===== src/sv/bts_pkg.sv =====
`timescale 1ns / 1ps
// ----------------------------------------------------------------------------
// bts_pkg
// Shared types and constants for the buzzer tone sweep generator.
// ----------------------------------------------------------------------------
package bts_pkg;

  // Item kinds carried on in_tuser
  localparam logic [1:0] KIND_TICK  = 2'd0;
  localparam logic [1:0] KIND_TONE  = 2'd1;
  localparam logic [1:0] KIND_SWEEP = 2'd2;

  localparam int unsigned FREQ_W = 16;
  localparam int unsigned DUR_W  = 8;
  localparam int unsigned HALF_W = 15;
  localparam int unsigned CNT_W  = 8;

  localparam int unsigned IN_DATA_W  = 40;
  localparam int unsigned OUT_DATA_W = 8;

  localparam logic [FREQ_W-1:0] FREQ_MAX     = 16'd30000;
  localparam logic [FREQ_W-1:0] FREQ_MIN     = 16'd10;
  localparam logic [FREQ_W-1:0] DIVIDEND     = 16'd40000;
  localparam logic [HALF_W-1:0] HALF_MAX     = 15'd20000;
  localparam logic [HALF_W-1:0] HALF_MIN     = 15'd10;
  localparam logic [CNT_W-1:0]  PERIODS_WRAP = 8'd255;

  // f / 100 == (f * 5243) >> 19 for every f up to 30000
  localparam logic [12:0] DIV100_MUL = 13'd5243;
  localparam int unsigned DIV100_SH  = 19;

  typedef enum logic [1:0] {
    MODE_IDLE  = 2'd0,
    MODE_TONE  = 2'd1,
    MODE_SWEEP = 2'd2
  } mode_t;

  typedef struct packed {
    logic capture;    // latch accepted item
    logic exec;       // apply tick or command
    logic div_start;  // load divider and first multiply
    logic div_step;   // one quotient bit
    logic load;       // set up the new tone
    logic emit;       // load output register
  } bts_cmd_t;

  typedef struct packed {
    logic need_begin; // item starts a new tone
  } bts_sts_t;

endpackage


===== src/sv/bts_ctrl.sv =====
`timescale 1ns / 1ps
// ----------------------------------------------------------------------------
// bts_ctrl
// Sequencer: accept, execute, divide, tone setup and result hand-off.
// ----------------------------------------------------------------------------
module bts_ctrl (
  input  logic              clk,
  input  logic              rst_n,
  input  logic              in_tvalid,
  output logic              in_tready,
  output logic              out_tvalid,
  input  logic              out_tready,
  input  bts_pkg::bts_sts_t sts,
  output bts_pkg::bts_cmd_t cmd
);
  import bts_pkg::*;

  localparam int unsigned DIV_STEPS = FREQ_W;
  localparam int unsigned STEP_W    = $clog2(DIV_STEPS);

  typedef enum logic [2:0] {
    S_IDLE,
    S_EXEC,
    S_DIVI,
    S_DIV,
    S_LOAD,
    S_DONE
  } state_t;

  state_t            state_r, state_nxt;
  logic [STEP_W-1:0] step_r, step_nxt;
  logic              out_valid_r, out_valid_nxt;
  logic              out_free;

  assign in_tready  = (state_r == S_IDLE);
  assign out_tvalid = out_valid_r;
  assign out_free   = !out_valid_r || out_tready;

  always_comb begin
    state_nxt     = state_r;
    step_nxt      = step_r;
    out_valid_nxt = out_valid_r && !out_tready;
    cmd           = '0;
    unique case (state_r)
      S_IDLE: begin
        if (in_tvalid) begin
          cmd.capture = 1'b1;
          state_nxt   = S_EXEC;
        end
      end
      S_EXEC: begin
        cmd.exec  = 1'b1;
        state_nxt = sts.need_begin ? S_DIVI : S_DONE;
      end
      S_DIVI: begin
        cmd.div_start = 1'b1;
        step_nxt      = '0;
        state_nxt     = S_DIV;
      end
      S_DIV: begin
        cmd.div_step = 1'b1;
        step_nxt     = step_r + 1'b1;
        if (step_r == STEP_W'(DIV_STEPS - 1)) begin
          state_nxt = S_LOAD;
        end
      end
      S_LOAD: begin
        cmd.load  = 1'b1;
        state_nxt = S_DONE;
      end
      S_DONE: begin
        if (out_free) begin
          cmd.emit      = 1'b1;
          out_valid_nxt = 1'b1;
          state_nxt     = S_IDLE;
        end
      end
      default: state_nxt = S_IDLE;
    endcase
  end

  always_ff @(posedge clk) begin
    if (!rst_n) begin
      state_r     <= S_IDLE;
      step_r      <= '0;
      out_valid_r <= 1'b0;
    end else begin
      state_r     <= state_nxt;
      step_r      <= step_nxt;
      out_valid_r <= out_valid_nxt;
    end
  end

  a_accept_exec: assert property (@(posedge clk) disable iff (!rst_n)
    (in_tvalid && in_tready) |=> (state_r == S_EXEC))
    else $error("accepted item did not enter execute");

  a_emit_free: assert property (@(posedge clk) disable iff (!rst_n)
    cmd.emit |-> (!out_valid_r || out_tready))
    else $error("result overwrote an untaken result");

  a_load_after_div: assert property (@(posedge clk) disable iff (!rst_n)
    (state_r == S_LOAD) |-> ($past(state_r) == S_DIV))
    else $error("tone setup without a finished divide");

endmodule


===== src/sv/bts_dp.sv =====
`timescale 1ns / 1ps
// ----------------------------------------------------------------------------
// bts_dp
// Datapath: tone/sweep state, tick counting, serial divider, period count.
// ----------------------------------------------------------------------------
module bts_dp (
  input  logic                                clk,
  input  logic                                rst_n,
  input  bts_pkg::bts_cmd_t                   cmd,
  output bts_pkg::bts_sts_t                   sts,
  input  logic [1:0]                          in_kind,
  input  logic [bts_pkg::FREQ_W-1:0]          in_first_freq,
  input  logic [bts_pkg::FREQ_W-1:0]          in_second_freq,
  input  logic [bts_pkg::DUR_W-1:0]           in_duration,
  output logic                                buzzer_level,
  output logic                                busy_res
);
  import bts_pkg::*;

  localparam int unsigned FC_W = 15;
  localparam int unsigned P1_W = FC_W + 13;
  localparam int unsigned Q_W  = P1_W - DIV100_SH;

  // captured item
  logic [1:0]        kind_r;
  logic [FREQ_W-1:0] f1_r, f2_r;
  logic [DUR_W-1:0]  dur_r;

  // tone state
  mode_t             mode_r, mode_nxt;
  logic [FREQ_W-1:0] cur_r, cur_nxt, tgt_r, tgt_nxt;
  logic [CNT_W-1:0]  tones_r, tones_nxt, per_r, per_nxt;
  logic [DUR_W-1:0]  fac_r, fac_nxt;
  logic [HALF_W-1:0] half_r, half_nxt, tick_r, tick_nxt;
  logic              pin_r, pin_nxt;

  // divide / multiply
  logic [FREQ_W-1:0] rem_r, quo_r;
  logic [FC_W-1:0]   fc_r;
  logic [DUR_W-1:0]  dc_r;
  logic [P1_W-1:0]   prod1_r;
  logic [CNT_W-1:0]  c_r;

  logic [1:0]        out_r;

  logic [FREQ_W-1:0] fc_w;
  logic [DUR_W-1:0]  dc_w;
  logic [FREQ_W-1:0] diff_w;
  logic [HALF_W-1:0] tick_inc;
  logic [CNT_W-1:0]  per_dec;
  logic              half_end, tone_end;
  logic [FREQ_W-1:0] trial;
  logic [Q_W-1:0]    q100;
  logic [Q_W:0]      dsum;
  logic [DUR_W+Q_W:0] prod2;
  logic [HALF_W-1:0] h_raw;

  always_comb begin
    if (cur_r > FREQ_MAX)      fc_w = FREQ_MAX;
    else if (cur_r < FREQ_MIN) fc_w = FREQ_MIN;
    else                       fc_w = cur_r;
    dc_w = (fac_r == '0) ? DUR_W'(1) : fac_r;
  end

  assign diff_w   = (f1_r > f2_r) ? (f1_r - f2_r) : (f2_r - f1_r);
  assign tick_inc = tick_r + 1'b1;
  assign per_dec  = per_r - 1'b1;
  assign half_end = (tick_inc >= half_r);
  assign tone_end = half_end && !pin_r && (per_dec == '0);

  always_comb begin
    unique case (kind_r)
      KIND_TICK:  sts.need_begin = (mode_r == MODE_SWEEP) && tone_end && (tones_r != '0);
      KIND_TONE:  sts.need_begin = (mode_r == MODE_IDLE);
      KIND_SWEEP: sts.need_begin = (mode_r == MODE_IDLE) && (diff_w[CNT_W-1:0] != '0);
      default:    sts.need_begin = 1'b0;
    endcase
  end

  // one restoring divide step; remainder stays below the 15-bit divisor
  assign trial = {rem_r[FREQ_W-2:0], quo_r[FREQ_W-1]};

  assign q100  = prod1_r[P1_W-1:DIV100_SH];
  assign dsum  = {{(Q_W+1-DUR_W){1'b0}}, dc_r} + {1'b0, q100};
  assign prod2 = dc_r * dsum;
  assign h_raw = quo_r[HALF_W:1];

  always_comb begin
    mode_nxt  = mode_r;
    cur_nxt   = cur_r;
    tgt_nxt   = tgt_r;
    tones_nxt = tones_r;
    fac_nxt   = fac_r;
    half_nxt  = half_r;
    per_nxt   = per_r;
    tick_nxt  = tick_r;
    pin_nxt   = pin_r;
    if (cmd.exec) begin
      unique case (kind_r)
        KIND_TICK: begin
          if (mode_r != MODE_IDLE) begin
            if (!half_end) begin
              tick_nxt = tick_inc;
            end else begin
              tick_nxt = '0;
              if (pin_r) begin
                pin_nxt = 1'b0;
              end else begin
                per_nxt = per_dec;
                if (per_dec != '0) begin
                  pin_nxt = 1'b1;
                end else if (mode_r == MODE_SWEEP && tones_r != '0) begin
                  cur_nxt   = (cur_r < tgt_r) ? cur_r + 1'b1 : cur_r - 1'b1;
                  tones_nxt = tones_r - 1'b1;
                end else begin
                  mode_nxt = MODE_IDLE;
                  pin_nxt  = 1'b0;
                end
              end
            end
          end
        end
        KIND_TONE: begin
          if (mode_r == MODE_IDLE) begin
            mode_nxt = MODE_TONE;
            cur_nxt  = f1_r;
            fac_nxt  = dur_r;
          end
        end
        KIND_SWEEP: begin
          if (mode_r == MODE_IDLE && diff_w[CNT_W-1:0] != '0) begin
            mode_nxt  = MODE_SWEEP;
            cur_nxt   = f1_r;
            tgt_nxt   = f2_r;
            fac_nxt   = dur_r;
            tones_nxt = diff_w[CNT_W-1:0] - 1'b1;
          end
        end
        default: ;
      endcase
    end
    if (cmd.load) begin
      if (h_raw > HALF_MAX)      half_nxt = HALF_MAX;
      else if (h_raw < HALF_MIN) half_nxt = HALF_MIN;
      else                       half_nxt = h_raw;
      if (c_r == '0)             per_nxt = PERIODS_WRAP;
      else if (c_r == CNT_W'(1)) per_nxt = CNT_W'(1);
      else                       per_nxt = c_r - 1'b1;
      tick_nxt = '0;
      pin_nxt  = 1'b1;
    end
  end

  always_ff @(posedge clk) begin
    if (!rst_n) begin
      mode_r  <= MODE_IDLE;
      cur_r   <= '0;
      tgt_r   <= '0;
      tones_r <= '0;
      fac_r   <= '0;
      half_r  <= '0;
      per_r   <= '0;
      tick_r  <= '0;
      pin_r   <= 1'b0;
    end else begin
      mode_r  <= mode_nxt;
      cur_r   <= cur_nxt;
      tgt_r   <= tgt_nxt;
      tones_r <= tones_nxt;
      fac_r   <= fac_nxt;
      half_r  <= half_nxt;
      per_r   <= per_nxt;
      tick_r  <= tick_nxt;
      pin_r   <= pin_nxt;
    end
  end

  // payload registers
  always_ff @(posedge clk) begin
    if (cmd.capture) begin
      kind_r <= in_kind;
      f1_r   <= in_first_freq;
      f2_r   <= in_second_freq;
      dur_r  <= in_duration;
    end
    if (cmd.div_start) begin
      rem_r   <= '0;
      quo_r   <= DIVIDEND;
      fc_r    <= fc_w[FC_W-1:0];
      dc_r    <= dc_w;
      prod1_r <= fc_w[FC_W-1:0] * DIV100_MUL;
    end
    if (cmd.div_step) begin
      if (trial >= {1'b0, fc_r}) begin
        rem_r <= trial - {1'b0, fc_r};
        quo_r <= {quo_r[FREQ_W-2:0], 1'b1};
      end else begin
        rem_r <= trial;
        quo_r <= {quo_r[FREQ_W-2:0], 1'b0};
      end
      c_r <= prod2[CNT_W-1:0];
    end
    if (cmd.emit) begin
      out_r <= {mode_r != MODE_IDLE, pin_r};
    end
  end

  assign buzzer_level = out_r[0];
  assign busy_res     = out_r[1];

  a_half_range: assert property (@(posedge clk) disable iff (!rst_n)
    $past(cmd.load) |-> (half_r >= HALF_MIN && half_r <= HALF_MAX && pin_r))
    else $error("tone setup left half period out of range");

  a_idle_pin_low: assert property (@(posedge clk) disable iff (!rst_n)
    (mode_r == MODE_IDLE) |-> !pin_r)
    else $error("pin high while idle");

endmodule


===== src/sv/buzzer_tone_sweep_generator_core.sv =====
`timescale 1ns / 1ps
// ----------------------------------------------------------------------------
// buzzer_tone_sweep_generator_core
// Square-wave buzzer driver: tone and sweep commands, microsecond ticks.
// ----------------------------------------------------------------------------
//  channel | dir | tdata                                   | tuser
//  in_     | in  | [15:0] first_freq [31:16] second_freq   | [1:0] kind
//          |     | [39:32] duration                        |
//  out_    | out | [0] buzzer_level [1] busy_res, rest 0   | -
//
//  A tick or an ignored command goes from accept through execute to result.
//  A command or tick that starts a tone also passes through the serial
//  divider for 40000 / f, which produces one quotient bit per cycle.
//  One item is in flight at a time; in_tready is high only when idle.
//  The result register holds its item until taken, and the next item is
//  accepted meanwhile; a stalled output then holds that next item too.
//  Synchronous active-low reset returns the block to idle with the pin low.
// ----------------------------------------------------------------------------
module buzzer_tone_sweep_generator_core (
  input  logic                             clk,
  input  logic                             rst_n,
  input  logic                             in_tvalid,
  output logic                             in_tready,
  input  logic [bts_pkg::IN_DATA_W-1:0]    in_tdata,   // first_freq, second_freq, duration
  input  logic [1:0]                       in_tuser,   // kind
  output logic                             out_tvalid,
  input  logic                             out_tready,
  output logic [bts_pkg::OUT_DATA_W-1:0]   out_tdata   // buzzer_level, busy_res, zero fill
);
  import bts_pkg::*;

  bts_cmd_t cmd;
  bts_sts_t sts;
  logic     level;
  logic     busy;

  bts_ctrl u_ctrl (
    .clk        (clk),
    .rst_n      (rst_n),
    .in_tvalid  (in_tvalid),
    .in_tready  (in_tready),
    .out_tvalid (out_tvalid),
    .out_tready (out_tready),
    .sts        (sts),
    .cmd        (cmd)
  );

  // item fields are unpacked straight from tdata, lowest field first
  bts_dp u_dp (
    .clk            (clk),
    .rst_n          (rst_n),
    .cmd            (cmd),
    .sts            (sts),
    .in_kind        (in_tuser),
    .in_first_freq  (in_tdata[FREQ_W-1:0]),
    .in_second_freq (in_tdata[2*FREQ_W-1:FREQ_W]),
    .in_duration    (in_tdata[2*FREQ_W+DUR_W-1:2*FREQ_W]),
    .buzzer_level   (level),
    .busy_res       (busy)
  );

  assign out_tdata = {{(OUT_DATA_W-2){1'b0}}, busy, level};

endmodule


===== config.mk =====
export PLATFORM = sky130hd
export DESIGN_NAME = buzzer_tone_sweep_generator_core
export DESIGN_NICKNAME = d
export VERILOG_FILES = /design/src/sv/bts_pkg.sv /design/src/sv/bts_ctrl.sv /design/src/sv/bts_dp.sv /design/src/sv/buzzer_tone_sweep_generator_core.sv
export SDC_FILE = /design/constraint.sdc
export NUM_CORES = 1
export LEC_CHECK = 0
export BUFFER_PORTS_ARGS = -buffer_cell sky130_fd_sc_hd__clkbuf_2
export CAP_MARGIN = 20
export CORE_UTILIZATION = 35
export CTS_BUF_LIST = sky130_fd_sc_hd__clkbuf_2
export CTS_CLUSTER_DIAMETER = 100
export DETAILED_ROUTE_END_ITERATION = 8
export HOLD_SLACK_MARGIN = 0.1
export PLACE_DENSITY_LB_ADDON = 0.3
export SETUP_SLACK_MARGIN = 0.1
export SYNTH_ARGS = -nofsm -noshare
export SYNTH_HDL_FRONTEND = slang
export SYNTH_HIERARCHICAL = 1
export SYNTH_SLANG_ARGS = --single-unit

===== constraint.sdc =====
create_clock -name clk -period 16.57 [get_ports clk]
set_input_delay 1.657 -clock clk [delete_from_list [all_inputs] [get_ports clk]]
set_output_delay 1.657 -clock clk [all_outputs]
set_load 0.02 [all_outputs]

* Yosys cells after proc, flatten, opt, wreduce, memory -nomap -nowiden
Index checks and enable logic that the tools add are counted.
** Operators by class
- Add/subtract/negate cells :: 12
- Multiply operators :: 2
- Div/mod/pow operators :: 0
- Magnitude comparators :: 8
- Eq/ne operators :: 22
- Shifts and indexed selects :: 0
- Muxes and demuxes :: 71
- Bitwise operators :: 1
- Reduce and logical (&&, ||, !) cells :: 40
** Operators by type and width (number)
- $mux W16 :: 10
- $mux W8 :: 17
- $mux W15 :: 8
- $pmux W16 S3 :: 1
- $pmux W8 S2 :: 2
- $sub A8 B1 Y8 const B :: 4
- $mul A15 B13 Y28 const B :: 1
- $logic_not A8 Y1 :: 3
- $reduce_bool A8 Y1 :: 3
- $mux W1 :: 18
- $pmux W3 S6 :: 1
- $reduce_and A9 Y1 :: 2
- $reduce_bool A2 Y1 :: 9
- $add A16 B1 Y16 const B :: 1
- $ge A16 B15 Y1 :: 1
- $gt A16 B15 Y1 const B :: 1
- $gt A16 B16 Y1 :: 1
- $lt A16 B16 Y1 :: 1
- $lt A16 B4 Y1 const B :: 1
- $sub A16 B1 Y16 const B :: 1
- $sub A8 B8 Y8 :: 2
- $add A15 B1 Y15 const B :: 1
- $ge A15 B15 Y1 :: 1
- $gt A15 B15 Y1 const B :: 1
- 31 further kinds :: 65
** Storage, ports and cells
- Register bits :: 231
- Latch bits :: 0
- Bits in writable memories :: 0
- Memory bits (read-only) :: 0
- Output and inout port bits :: 10
- Logic and storage cells :: 179
- Memories kept :: 0

* Logic depth before layout (Yosys ltp)
Gate-level depths: netlist (run 1).
- Depth after elaboration :: 9
- Gate-level depth with buffers :: 27

* By module
The synthesis (run 1) kept the hierarchy.
** By module, submodules not included
- bts_dp :: times used 1, cells an instance 1638, area an instance 16096.7 um2
- bts_ctrl :: times used 1, cells an instance 57, area an instance 473.0 um2
- buzzer_tone_sweep_generator_core :: times used 1, cells an instance 9, area an instance 63.8 um2

* Least setup slack after synthesis (run 1)
No wires, ideal clock.
- Kind :: register to register
- From :: reg u_dp.cur_r[0]
- To :: reg u_dp.prod1_r[26], data pin
- Library setup time :: 0.260 ns
- Data arrival time :: 6.575 ns
- Required time :: 16.310 ns
- Slack :: 9.735 ns
- Cell stages (with the launch flop) :: 25
- Clock period less this slack :: 6.835 ns
- Path through :: dfxtp_1 -> or4_1 -> a311o_1 -> a21o_1 -> a21o_1 -> a41oi_1 -> clkbuf_1 -> nand2b_1 -> ha_1 -> fa_1 -> fa_1 -> fa_1 -> inv_1 -> fa_1 -> inv_1 -> ha_1 -> a21o_1 -> a21o_1 -> a21oi_1 -> o21ai_0 -> a221o_1 -> o21ai_1 -> o2111ai_1 -> a21oi_1 -> xnor2_1
** Between the ends
- Longest elaborated chain between the ends :: 4
- Elaborated cells on any way between the ends :: 5
** RTL lines
- start, declared :: RTL line bts_dp.sv:31 : logic [FREQ_W-1:0] cur_r, cur_nxt, tgt_r, tgt_nxt;
- start signal, assigned :: RTL line bts_dp.sv:167 : cur_r <= cur_nxt;
- $lt A16 B4 Y1 :: RTL line bts_dp.sv:60 : else if (cur_r < FREQ_MIN) fc_w = FREQ_MIN;
- $mux W15 :: RTL line bts_dp.sv:60
- $mux W15 * :: RTL line bts_dp.sv:59 : if (cur_r > FREQ_MAX) fc_w = FREQ_MAX;
- via u_dp.fc_w[10] :: RTL line bts_dp.sv:46 : logic [FREQ_W-1:0] fc_w;
- $mul A15 B13 Y28 * :: RTL line bts_dp.sv:191 : prod1_r <= fc_w[FC_W-1:0] * DIV100_MUL;
- end signal, assigned :: RTL line bts_dp.sv:191
- end, declared :: RTL line bts_dp.sv:41 : logic [P1_W-1:0] prod1_r;
The timed path passes the listed nets; every way through them passes the cells marked *.
A chain may end at the register's enable or synchronous reset.

* Worst setup path in the final report (run 1)
Same ends and word-level chain as after synthesis.

==> flow_summary.json, run 1 <==
{
  "synth_top_family_by_area": "adder cells",
  "synth_ff_type": "edfxtp_1",
  "boundaryPins": 56,
  "syn_to_final_growth_pct": 8.55,
  "synthXorXnorAreaFrac_pct": 4.73,
  "num_vias": 12128,
  "critPathCaptureType": "flop",
  "yosys.area.top_type_share_pct": 20.6,
  "tns_ps": 0,
  "initial_utilization_pct": 35.6,
  "slew_viol_final": 0,
  "p_int_mw": 1.36,
  "cp-start-kind": "flop",
  "clk_path_buf_depth": 3,
  "cts_setup_buffers": 0,
  "synth-simple-area-share_pct": 13.6,
  "nets": 2112,
  "synth.largest_area_cell": "edfxtp_1",
  "grt_pass1_vias": 12224,
  "setup_viol_count_final": 0,
  "p_total_mw": 2.38,
  "numCtsBuffers": 57,
  "die_area_um2": 48400,
  "post-place-ws_ps": 8970,
  "synth-seq-cells": 211,
  "reg2reg_depth": 25,
  "p_switching_mw": 1.02,
  "power.share.clock_pct": 18.0,
  "hold_class": "reg -> reg",
  "hold_violations": 0,
  "swShare_pct": 42.9,
  "synth_compound_area_share_pct": 12.8,
  "drt_iter0_drc": 562,
  "synth-adder-area-share_pct": 26.3,
  "maxSlewHeadroom_pct": 24.9,
  "core_um2": 46800,
  "via_per_inst": 5.00,
  "hold_buffers": 0,
  "cts_tree": "done",
  "whs_ps": 473,
  "required_ps": 17210,
  "fin_crit_ps": 7560,
  "period_share_pct": 45.6,
  "post-synth-top-count-cell": "inv_1",
  "violations": "DRC",
  "placementRows": 79,
  "place_hpwl_mm": 28.3,
  "io_buffers": 49,
  "crit_buf_inv": 5,
  "clk_pin_slew_ps": 110,
  "die_h_um": 220,
  "ys_async_sr_fraction_pct": 0,
  "grt_max_degree": 43,
  "rsz0062_at_grt": "false",
  "setup_ws_ps": 9010,
  "p_leak_nw": 8.50,
  "synthTopCellsByArea": "edfxtp_1, ha_1, dfxtp_1, fa_1, inv_1",
  "synth_mux_area_share_pct": 2.81,
  "fmax_mhz": 132,
  "cts_sinks": 211,
  "critPathKind": "reg -> reg",
  "crit_family": "compound AO/OA/AOI/OAI gates",
  "die_w_um": 220,
  "antenna_found_initial": 1,
  "drive_gt1_share_pct": 10.5,
  "grt_usage_pct": 15.5,
  "syn_area_um2": 16600,
  "worstPathMaxFanout": 14,
  "holdPathStages": 0,
  "ys_warn_count": 6,
  "routed_wl_mm": 36.7,
  "drc": 2,
  "p_comb_share_pct": 54.8,
  "critical_path.slowest_cell": "a41oi_1",
  "cts_root_buffer": "clkbuf_2",
  "cts_resized": 0,
  "synth_seq_area_share_pct": 32.3,
  "crit_path_frequent_cell": "inv_1",
  "synth_area_per_cell_um2": 9.76,
  "tightest_slew_ps": 1130,
  "drv_cap": 0,
  "p_per_area_nw_per_um2": 132,
  "syn_inst": 1704,
  "grt_pass1_wl_mm": 60.7,
  "routedWlPerCell_um": 15.2,
  "ant_nets": 0,
  "arrival_ps": 8200,
  "finClkSkew_ps": 137,
  "placed_area_um2": 17400,
  "htree_levels": 2,
  "max_stage_delay_ps": 740,
  "fin_area_um2": 18100,
  "finalWeightedCongestion": 0.837,
  "ir_drop_mv": 0.0524,
  "grt-ovfl-total": 0,
  "ys_top_cells_by_count": "inv_1, ha_1, nor2_1, edfxtp_1, dfxtp_1",
  "clk_latency_ps": 920,
  "path_depth": 25,
  "synth_edf_count": 114,
  "synth.distinct_cells": 86,
  "seqPwrFrac_pct": 27.2,
  "dr.pass1.iters": 7,
  "status": "finished with violations"
}
worst register-to-register path, cell delays in order (launching register included):
cell       delay (ps)
dfxtp_1           400
or4_1             540
a311o_1           360
a21o_1            170
a21o_1            160
a41oi_1           740
nand2_1           310
inv_1             340
fa_1              460
ha_1              280
inv_1              40
fa_1              470
inv_1              50
fa_1              520
inv_1              60
fa_1              530
inv_1              40
ha_1              300
a21o_1            180
a21oi_1           160
o21ai_0           130
a221o_1           410
o21ai_1           230
o2111ai_1         200
a21oi_1           210
xnor2_1            80
state kept, by name, indices dropped and copies added (netlist names), 15 cells and up:
signal and count:
u_dp/f1_r 16, u_dp/half_r 15, u_dp/tick_r 15, u_dp/cur_r 16, u_dp/f2_r 16, u_dp/rem_r 15, u_dp/fc_r 15, u_dp/quo_r 16
u_dp/tgt_r 16
final cells by class:
cell class | instances | area (µm²)
fill | 4719 | 28700
multi-input combinational | 1194 | 10100
sequential | 211 | 5370
inverter | 245 | 920
tap | 607 | 759
clock buffer | 81 | 405
timing repair buffer | 58 | 325
clock inverter | 27 | 218
antenna | 1 | 2.50
per-stage QoR:
stage                     utilization [%]  std cells
final                                38.6       2424
after global routing                 38.6       2424
after floorplan                         -       1709
after CTS                            38.6       2422
after global placement               37.2       2314
after detailed placement             37.2       2314
routing by layer:
layer | up-vias | global-route usage (%) | routed length (µm)
met2 | 205 | 26.7 | 17800
met1 | 5876 | 20.1 | 17200
met5 | - | 0 | 0
met4 | 0 | 3.89 | 516
met3 | 39 | 2.47 | 1270
li1 | 6008 | - | -
power by group through the flow:
stage	Sequential (mW)	Combinational [mW]	Clock, mW
global placement	0.660	1.27	0
CTS	0.648	1.32	0.449
floorplan	0.642	1.02	0
finish	0.647	1.30	0.429
global route	0.653	1.51	0.476
detailed placement	0.660	1.31	0
placed cells by master, fill, tap and decap left out, types with 21 or more instances in the layout:
cell type / count
and2_1: 31
and3_1: 26
nor3_1: 25
nor2b_1: 33
mux2i_1: 43
nand2b_1: 21
a21o_1: 25
o21ai_0: 52
fa_1: 85
xor2_1: 28
inv_1: 242
dfxtp_1: 97
o21ai_1: 21
clkbuf_2: 130
nand2_1: 76
nor2_1: 124
edfxtp_1: 114
nand3_1: 38
a21oi_1: 88
xnor2_1: 60
ha_1: 214
path summary, 6_finish.rpt:
kind / slack (ps) / end / start
setup / recovery: 9010 / u_dp/prod1_r[26] / u_dp/cur_r[0]
hold / removal: 470 / u_dp/dc_r[2] / u_dp/fac_r[2]
setup reg to reg: 9010 / u_dp/prod1_r[26] / u_dp/cur_r[0]
hold reg to reg: 470 / u_dp/dc_r[2] / u_dp/fac_r[2]
kinds of logic (layout without fill, tap and decap cells):
group / after synthesis / count (layout)
flip-flops: 211 / 211
other: 1 / 7
AND/OR/NAND/NOR: 444 / 444
buffers and inverters: 304 / 411
adder cells (fa/ha/maj): 299 / 299
multiplexers: 46 / 46
XOR/XNOR: 89 / 89
AO/OA/AOI/OAI: 310 / 310
Power figures use the tool's default switching activity.
==> run 2: changes to the inputs <==
clock period = 7.05 ns   (was 16.57 ns; I/O delays follow)
==> flow_summary.json, run 2 (synthesis results as in run 1) <==
{
  "status": "finished with violations",
  "violations": "DRC",
  "arrival_ps": 7220,
  "routed_wl_mm": 37.7,
  "p_total_mw": 5.57,
  "p_per_area_nw_per_um2": 299,
  "dp_cells": 2332,
  "critPathCaptureType": "flop",
  "grt-ovfl-total": 0,
  "maxSlewHeadroom_pct": 27.8,
  "p_leak_nw": 8.74,
  "cts_root_buffer": "clkbuf_2",
  "drive_gt1_share_pct": 11.7,
  "worstPathMaxFanout": 7,
  "die_w_um": 220,
  "grt_pass1_vias": 12628,
  "setup_viol_count_final": 0,
  "antenna_found_initial": 0,
  "fin_cells": 2484,
  "tightest_slew_ps": 1080,
  "cts_tree": "done",
  "drv_cap": 0,
  "cp-start-kind": "flop",
  "grt_max_degree": 49,
  "syn_to_final_growth_pct": 11.9,
  "htree_levels": 2,
  "slew_viol_final": 0,
  "required_ps": 7660,
  "io_buffers": 49,
  "layout_commonest_cell": "inv_1",
  "tns_ps": 0,
  "drc": 2,
  "diodes": 0,
  "period_share_pct": 93.8,
  "die_area_um2": 48400,
  "num-fill-cells": 4633,
  "numCtsBuffers": 56,
  "nets": 2176,
  "fmax_mhz": 151,
  "place_hpwl_mm": 28.5,
  "rsz0062_at_grt": "false",
  "hold_violations": 0,
  "reg2reg_depth": 23,
  "clk_path_buf_depth": 3,
  "drt_iter0_drc": 639,
  "finalWeightedCongestion": 0.830,
  "critPathKind": "reg -> reg",
  "finClkSkew_ps": 150,
  "holdPathStages": 3,
  "dr.pass1.iters": 7,
  "ant_nets": 0,
  "routedWlPerCell_um": 15.2,
  "die_h_um": 220,
  "clk_latency_ps": 940,
  "hold_class": "in -> reg",
  "grt_pass1_wl_mm": 62.8,
  "initial_utilization_pct": 35.6,
  "grt_usage_pct": 16.0,
  "cts_sinks": 211,
  "via_per_inst": 4.97,
  "ir_drop_mv": 0.151,
  "placementRows": 79,
  "boundaryPins": 56,
  "clk_pin_slew_ps": 120,
  "fin_crit_ps": 6620,
  "num_vias": 12351,
  "core_um2": 46800,
  "final_cell_mix": "inv_1, ha_1, clkbuf_2, nor2_1, edfxtp_1"
}
==> run 2: final timing paths <==
check	start	slack [ps]	end
min reg2reg	u_dp/mode_r[1]	480	u_dp/mode_r[1]
min	rst_n	320	u_dp/tones_r[2]
max	u_dp/cur_r[1]	430	u_dp/prod1_r[26]
max reg2reg	u_dp/cur_r[1]	430	u_dp/prod1_r[26]
==> run 2: stage by stage <==
step | setup slack [ps] | utilization, % | instance area, µm² | hold slack, ps
floorplan | 215 | - | 16700 | 437
detailed placement | 74.5 | 37.5 | 17500 | 457
CTS | 198 | 39.6 | 18500 | 225
finish | 434 | 39.8 | 18600 | 320
global route | 101 | 39.8 | 18600 | 254
global placement | 143 | 37.5 | 17500 | 451
==> run 2: per-layer routing <==
| metal | vias to the layer above | wire length, µm | track usage (%) | part of all wire [%] |
|---|---|---|---|---|
| met1 | 5914 | 17600 | 21.4 | 47 |
| met5 | - | 0 | 0 | 0 |
| li1 | 6153 | - | - | - |
| met2 | 236 | 17700 | 26.5 | 47 |
| met3 | 48 | 1600 | 3.04 | 4.3 |
| met4 | 0 | 692 | 4.07 | 1.8 |
==> run 2: layout make-up <==
class	instances	area (µm²)	share of cell area [%]
Clock buffer	77	385	2.07
Timing Repair Buffer	123	937	5.03
Clock inverter	27	139	0.746
Inverter	245	922	4.95
Multi-Input combinational cell	1194	10100	54.3
Sequential cell	211	5370	28.8
Tap cell	607	759	4.08
==> run 2: critical path, cell delays in order, from the launching register on <==
cell and delay, ps:
dfxtp_1 330, or4_1 500, a311o_1 360, a21o_1 180, a21o_1 180, a41oi_2 240, buf_2 210, o21ai_1 120
inv_1 180, ha_1 230, fa_1 450, ha_1 310, ha_1 310, fa_1 490, ha_1 300, a31o_2 230
a21o_1 200, a2111oi_2 420, o21bai_2 170, a221o_1 380, o21ai_2 230, o2111ai_2 190, a21oi_2 160, xnor2_1 70
==> run 2: timing repair <==
| action | in CTS | in global routing |
|---|---|---|
| gates cloned | 0 | 1 |
| endpoints found under the setup margin | 1 | 6 |
| gates resized for setup | 1 | 20 |
| endpoints found under the hold margin | 45 | 0 |
| hold buffers | 44 | 0 |
| setup buffers | 0 | 1 |
| pin swaps | 0 | 3 |
==> run 2: power by group <==
group / total, mW / switching, mW / internal (mW)
Combinational: 3.18 / 1.81 / 1.36
Sequential: 1.51 / 0.0837 / 1.43
Clock: 0.875 / 0.535 / 0.340
Total: 5.57 / 2.43 / 3.14
==> run 3: changes to the inputs <==
clock period = 7.98 ns   (was 7.05 ns; I/O delays follow)
==> flow_summary.json, run 3 (synthesis results as in run 1) <==
{
  "required_ps": 8650,
  "core_um2": 46800,
  "io_buffers": 49,
  "routedWlPerCell_um": 15.2,
  "maxSlewHeadroom_pct": 25.3,
  "holdPathStages": 1,
  "arrival_ps": 7700,
  "finalWeightedCongestion": 0.823,
  "nets": 2149,
  "max_stage_delay_ps": 540,
  "p_per_area_nw_per_um2": 266,
  "worstPathMaxFanout": 14,
  "cts_setup_buffers": 0,
  "cts_sinks": 211,
  "ir_drop_mv": 0.130,
  "drive_gt1_share_pct": 10.0,
  "finClkSkew_ps": 139,
  "numCtsBuffers": 55,
  "antenna_found_initial": 1,
  "critPathKind": "reg -> reg",
  "drv_cap": 0,
  "grt-ovfl-total": 0,
  "final_cell_mix": "inv_1, ha_1, clkbuf_2, nor2_1, edfxtp_1",
  "path_depth": 25,
  "fmax_mhz": 142,
  "crit_family": "adder cells",
  "initial_utilization_pct": 35.6,
  "cp-start-kind": "flop",
  "placed_area_um2": 17400,
  "rsz0062_at_grt": "false",
  "routed_wl_mm": 37.4,
  "cts_root_buffer": "clkbuf_2",
  "dp_cells": 2314,
  "grt_pass1_wl_mm": 61.7,
  "boundaryPins": 56,
  "syn_to_final_growth_pct": 10.7,
  "layout_commonest_cell": "inv_1",
  "dr.pass1.iters": 7,
  "cts_tree": "done",
  "status": "finished with violations",
  "period_share_pct": 88.2,
  "die_area_um2": 48400,
  "tns_ps": 0,
  "grt_usage_pct": 15.8,
  "place_hpwl_mm": 28.5,
  "setup_viol_count_final": 0,
  "fin_area_um2": 18400,
  "die_w_um": 220,
  "fin_cells": 2457,
  "drc": 2,
  "violations": "DRC",
  "p_leak_nw": 8.64,
  "placementRows": 79,
  "num_vias": 12205,
  "htree_levels": 2,
  "critPathCaptureType": "flop",
  "grt_max_degree": 43,
  "ant_nets": 0,
  "grt_pass1_vias": 12346,
  "crit_buf_inv": 4,
  "fin_crit_ps": 7040,
  "clk_latency_ps": 940,
  "slew_viol_final": 0,
  "critical_path.slowest_cell": "or4_1",
  "clk_path_buf_depth": 3,
  "reg2reg_depth": 25,
  "clk_pin_slew_ps": 110,
  "via_per_inst": 4.97,
  "drt_iter0_drc": 561,
  "hold_class": "in -> reg",
  "die_h_um": 220,
  "hold_violations": 0,
  "tightest_slew_ps": 1120
}
==> run 3: cell types whose count changed in the layout (fill, tap and decap cells not counted), moves of 3 or more <==
| cell | previous run | this run |
|---|---|---|
| buf_4 | 26 | 8 |
| dlygate4sd3_1 | 44 | 38 |
| clkinv_2 | 5 | 1 |
| clkinv_1 | 22 | 19 |
| inv_2 | 4 | 1 |
| inv_1 | 238 | 242 |
==> run 3: path summary, 6_finish.rpt <==
check                start                to  slack (ps)
min           in_tdata[37]     u_dp/dur_r[5]         170
max reg2reg  u_dp/cur_r[0]  u_dp/prod1_r[26]         940
max          u_dp/cur_r[0]  u_dp/prod1_r[26]         940
min reg2reg  u_dp/fac_r[2]      u_dp/dc_r[2]         470
==> run 3: cell type report <==
type                            instances  area [µm²]
Multi-Input combinational cell       1194       10100
Antenna cell                            1        2.50
Tap cell                              607         759
Clock inverter                         23         175
Clock buffer                           79         395
Inverter                              245         920
Fill cell                            4685       28300
Sequential cell                       211        5370
Timing Repair Buffer                   97         733
==> run 3: timing repair <==
action / 4_1_cts / 5_1_grt
gates resized for setup: 0 / 0
hold buffers: 38 / 0
endpoints found under the hold margin: 38 / 0
==> run 3: layer usage <==
layer,vias up,global-route usage (%),part of all wire [%]
met2,216,27.3,49
met5,-,0,0
met3,49,2.86,3.8
li1,6081,-,-
met4,0,3.43,1.4
met1,5859,20.4,46
==> run 3: per-stage QoR <==
stage / hold WS (ps) / utilization (%) / total power, mW / setup slack [ps]
after floorplan: 437 / - / 3.45 / 1140
after global placement: 451 / 37.2 / 4.00 / 944
after detailed placement: 451 / 37.2 / 4.09 / 855
after CTS: 101 / 39.3 / 4.98 / 976
after global routing: 104 / 39.4 / 5.45 / 603
final: 169 / 39.4 / 4.91 / 941
==> run 3: where the power goes <==
group / total (mW) / switching (mW) / internal, mW
Combinational: 2.72 / 1.56 / 1.16
Clock: 0.839 / 0.470 / 0.368
Sequential: 1.34 / 0.0801 / 1.26
Total: 4.91 / 2.11 / 2.79
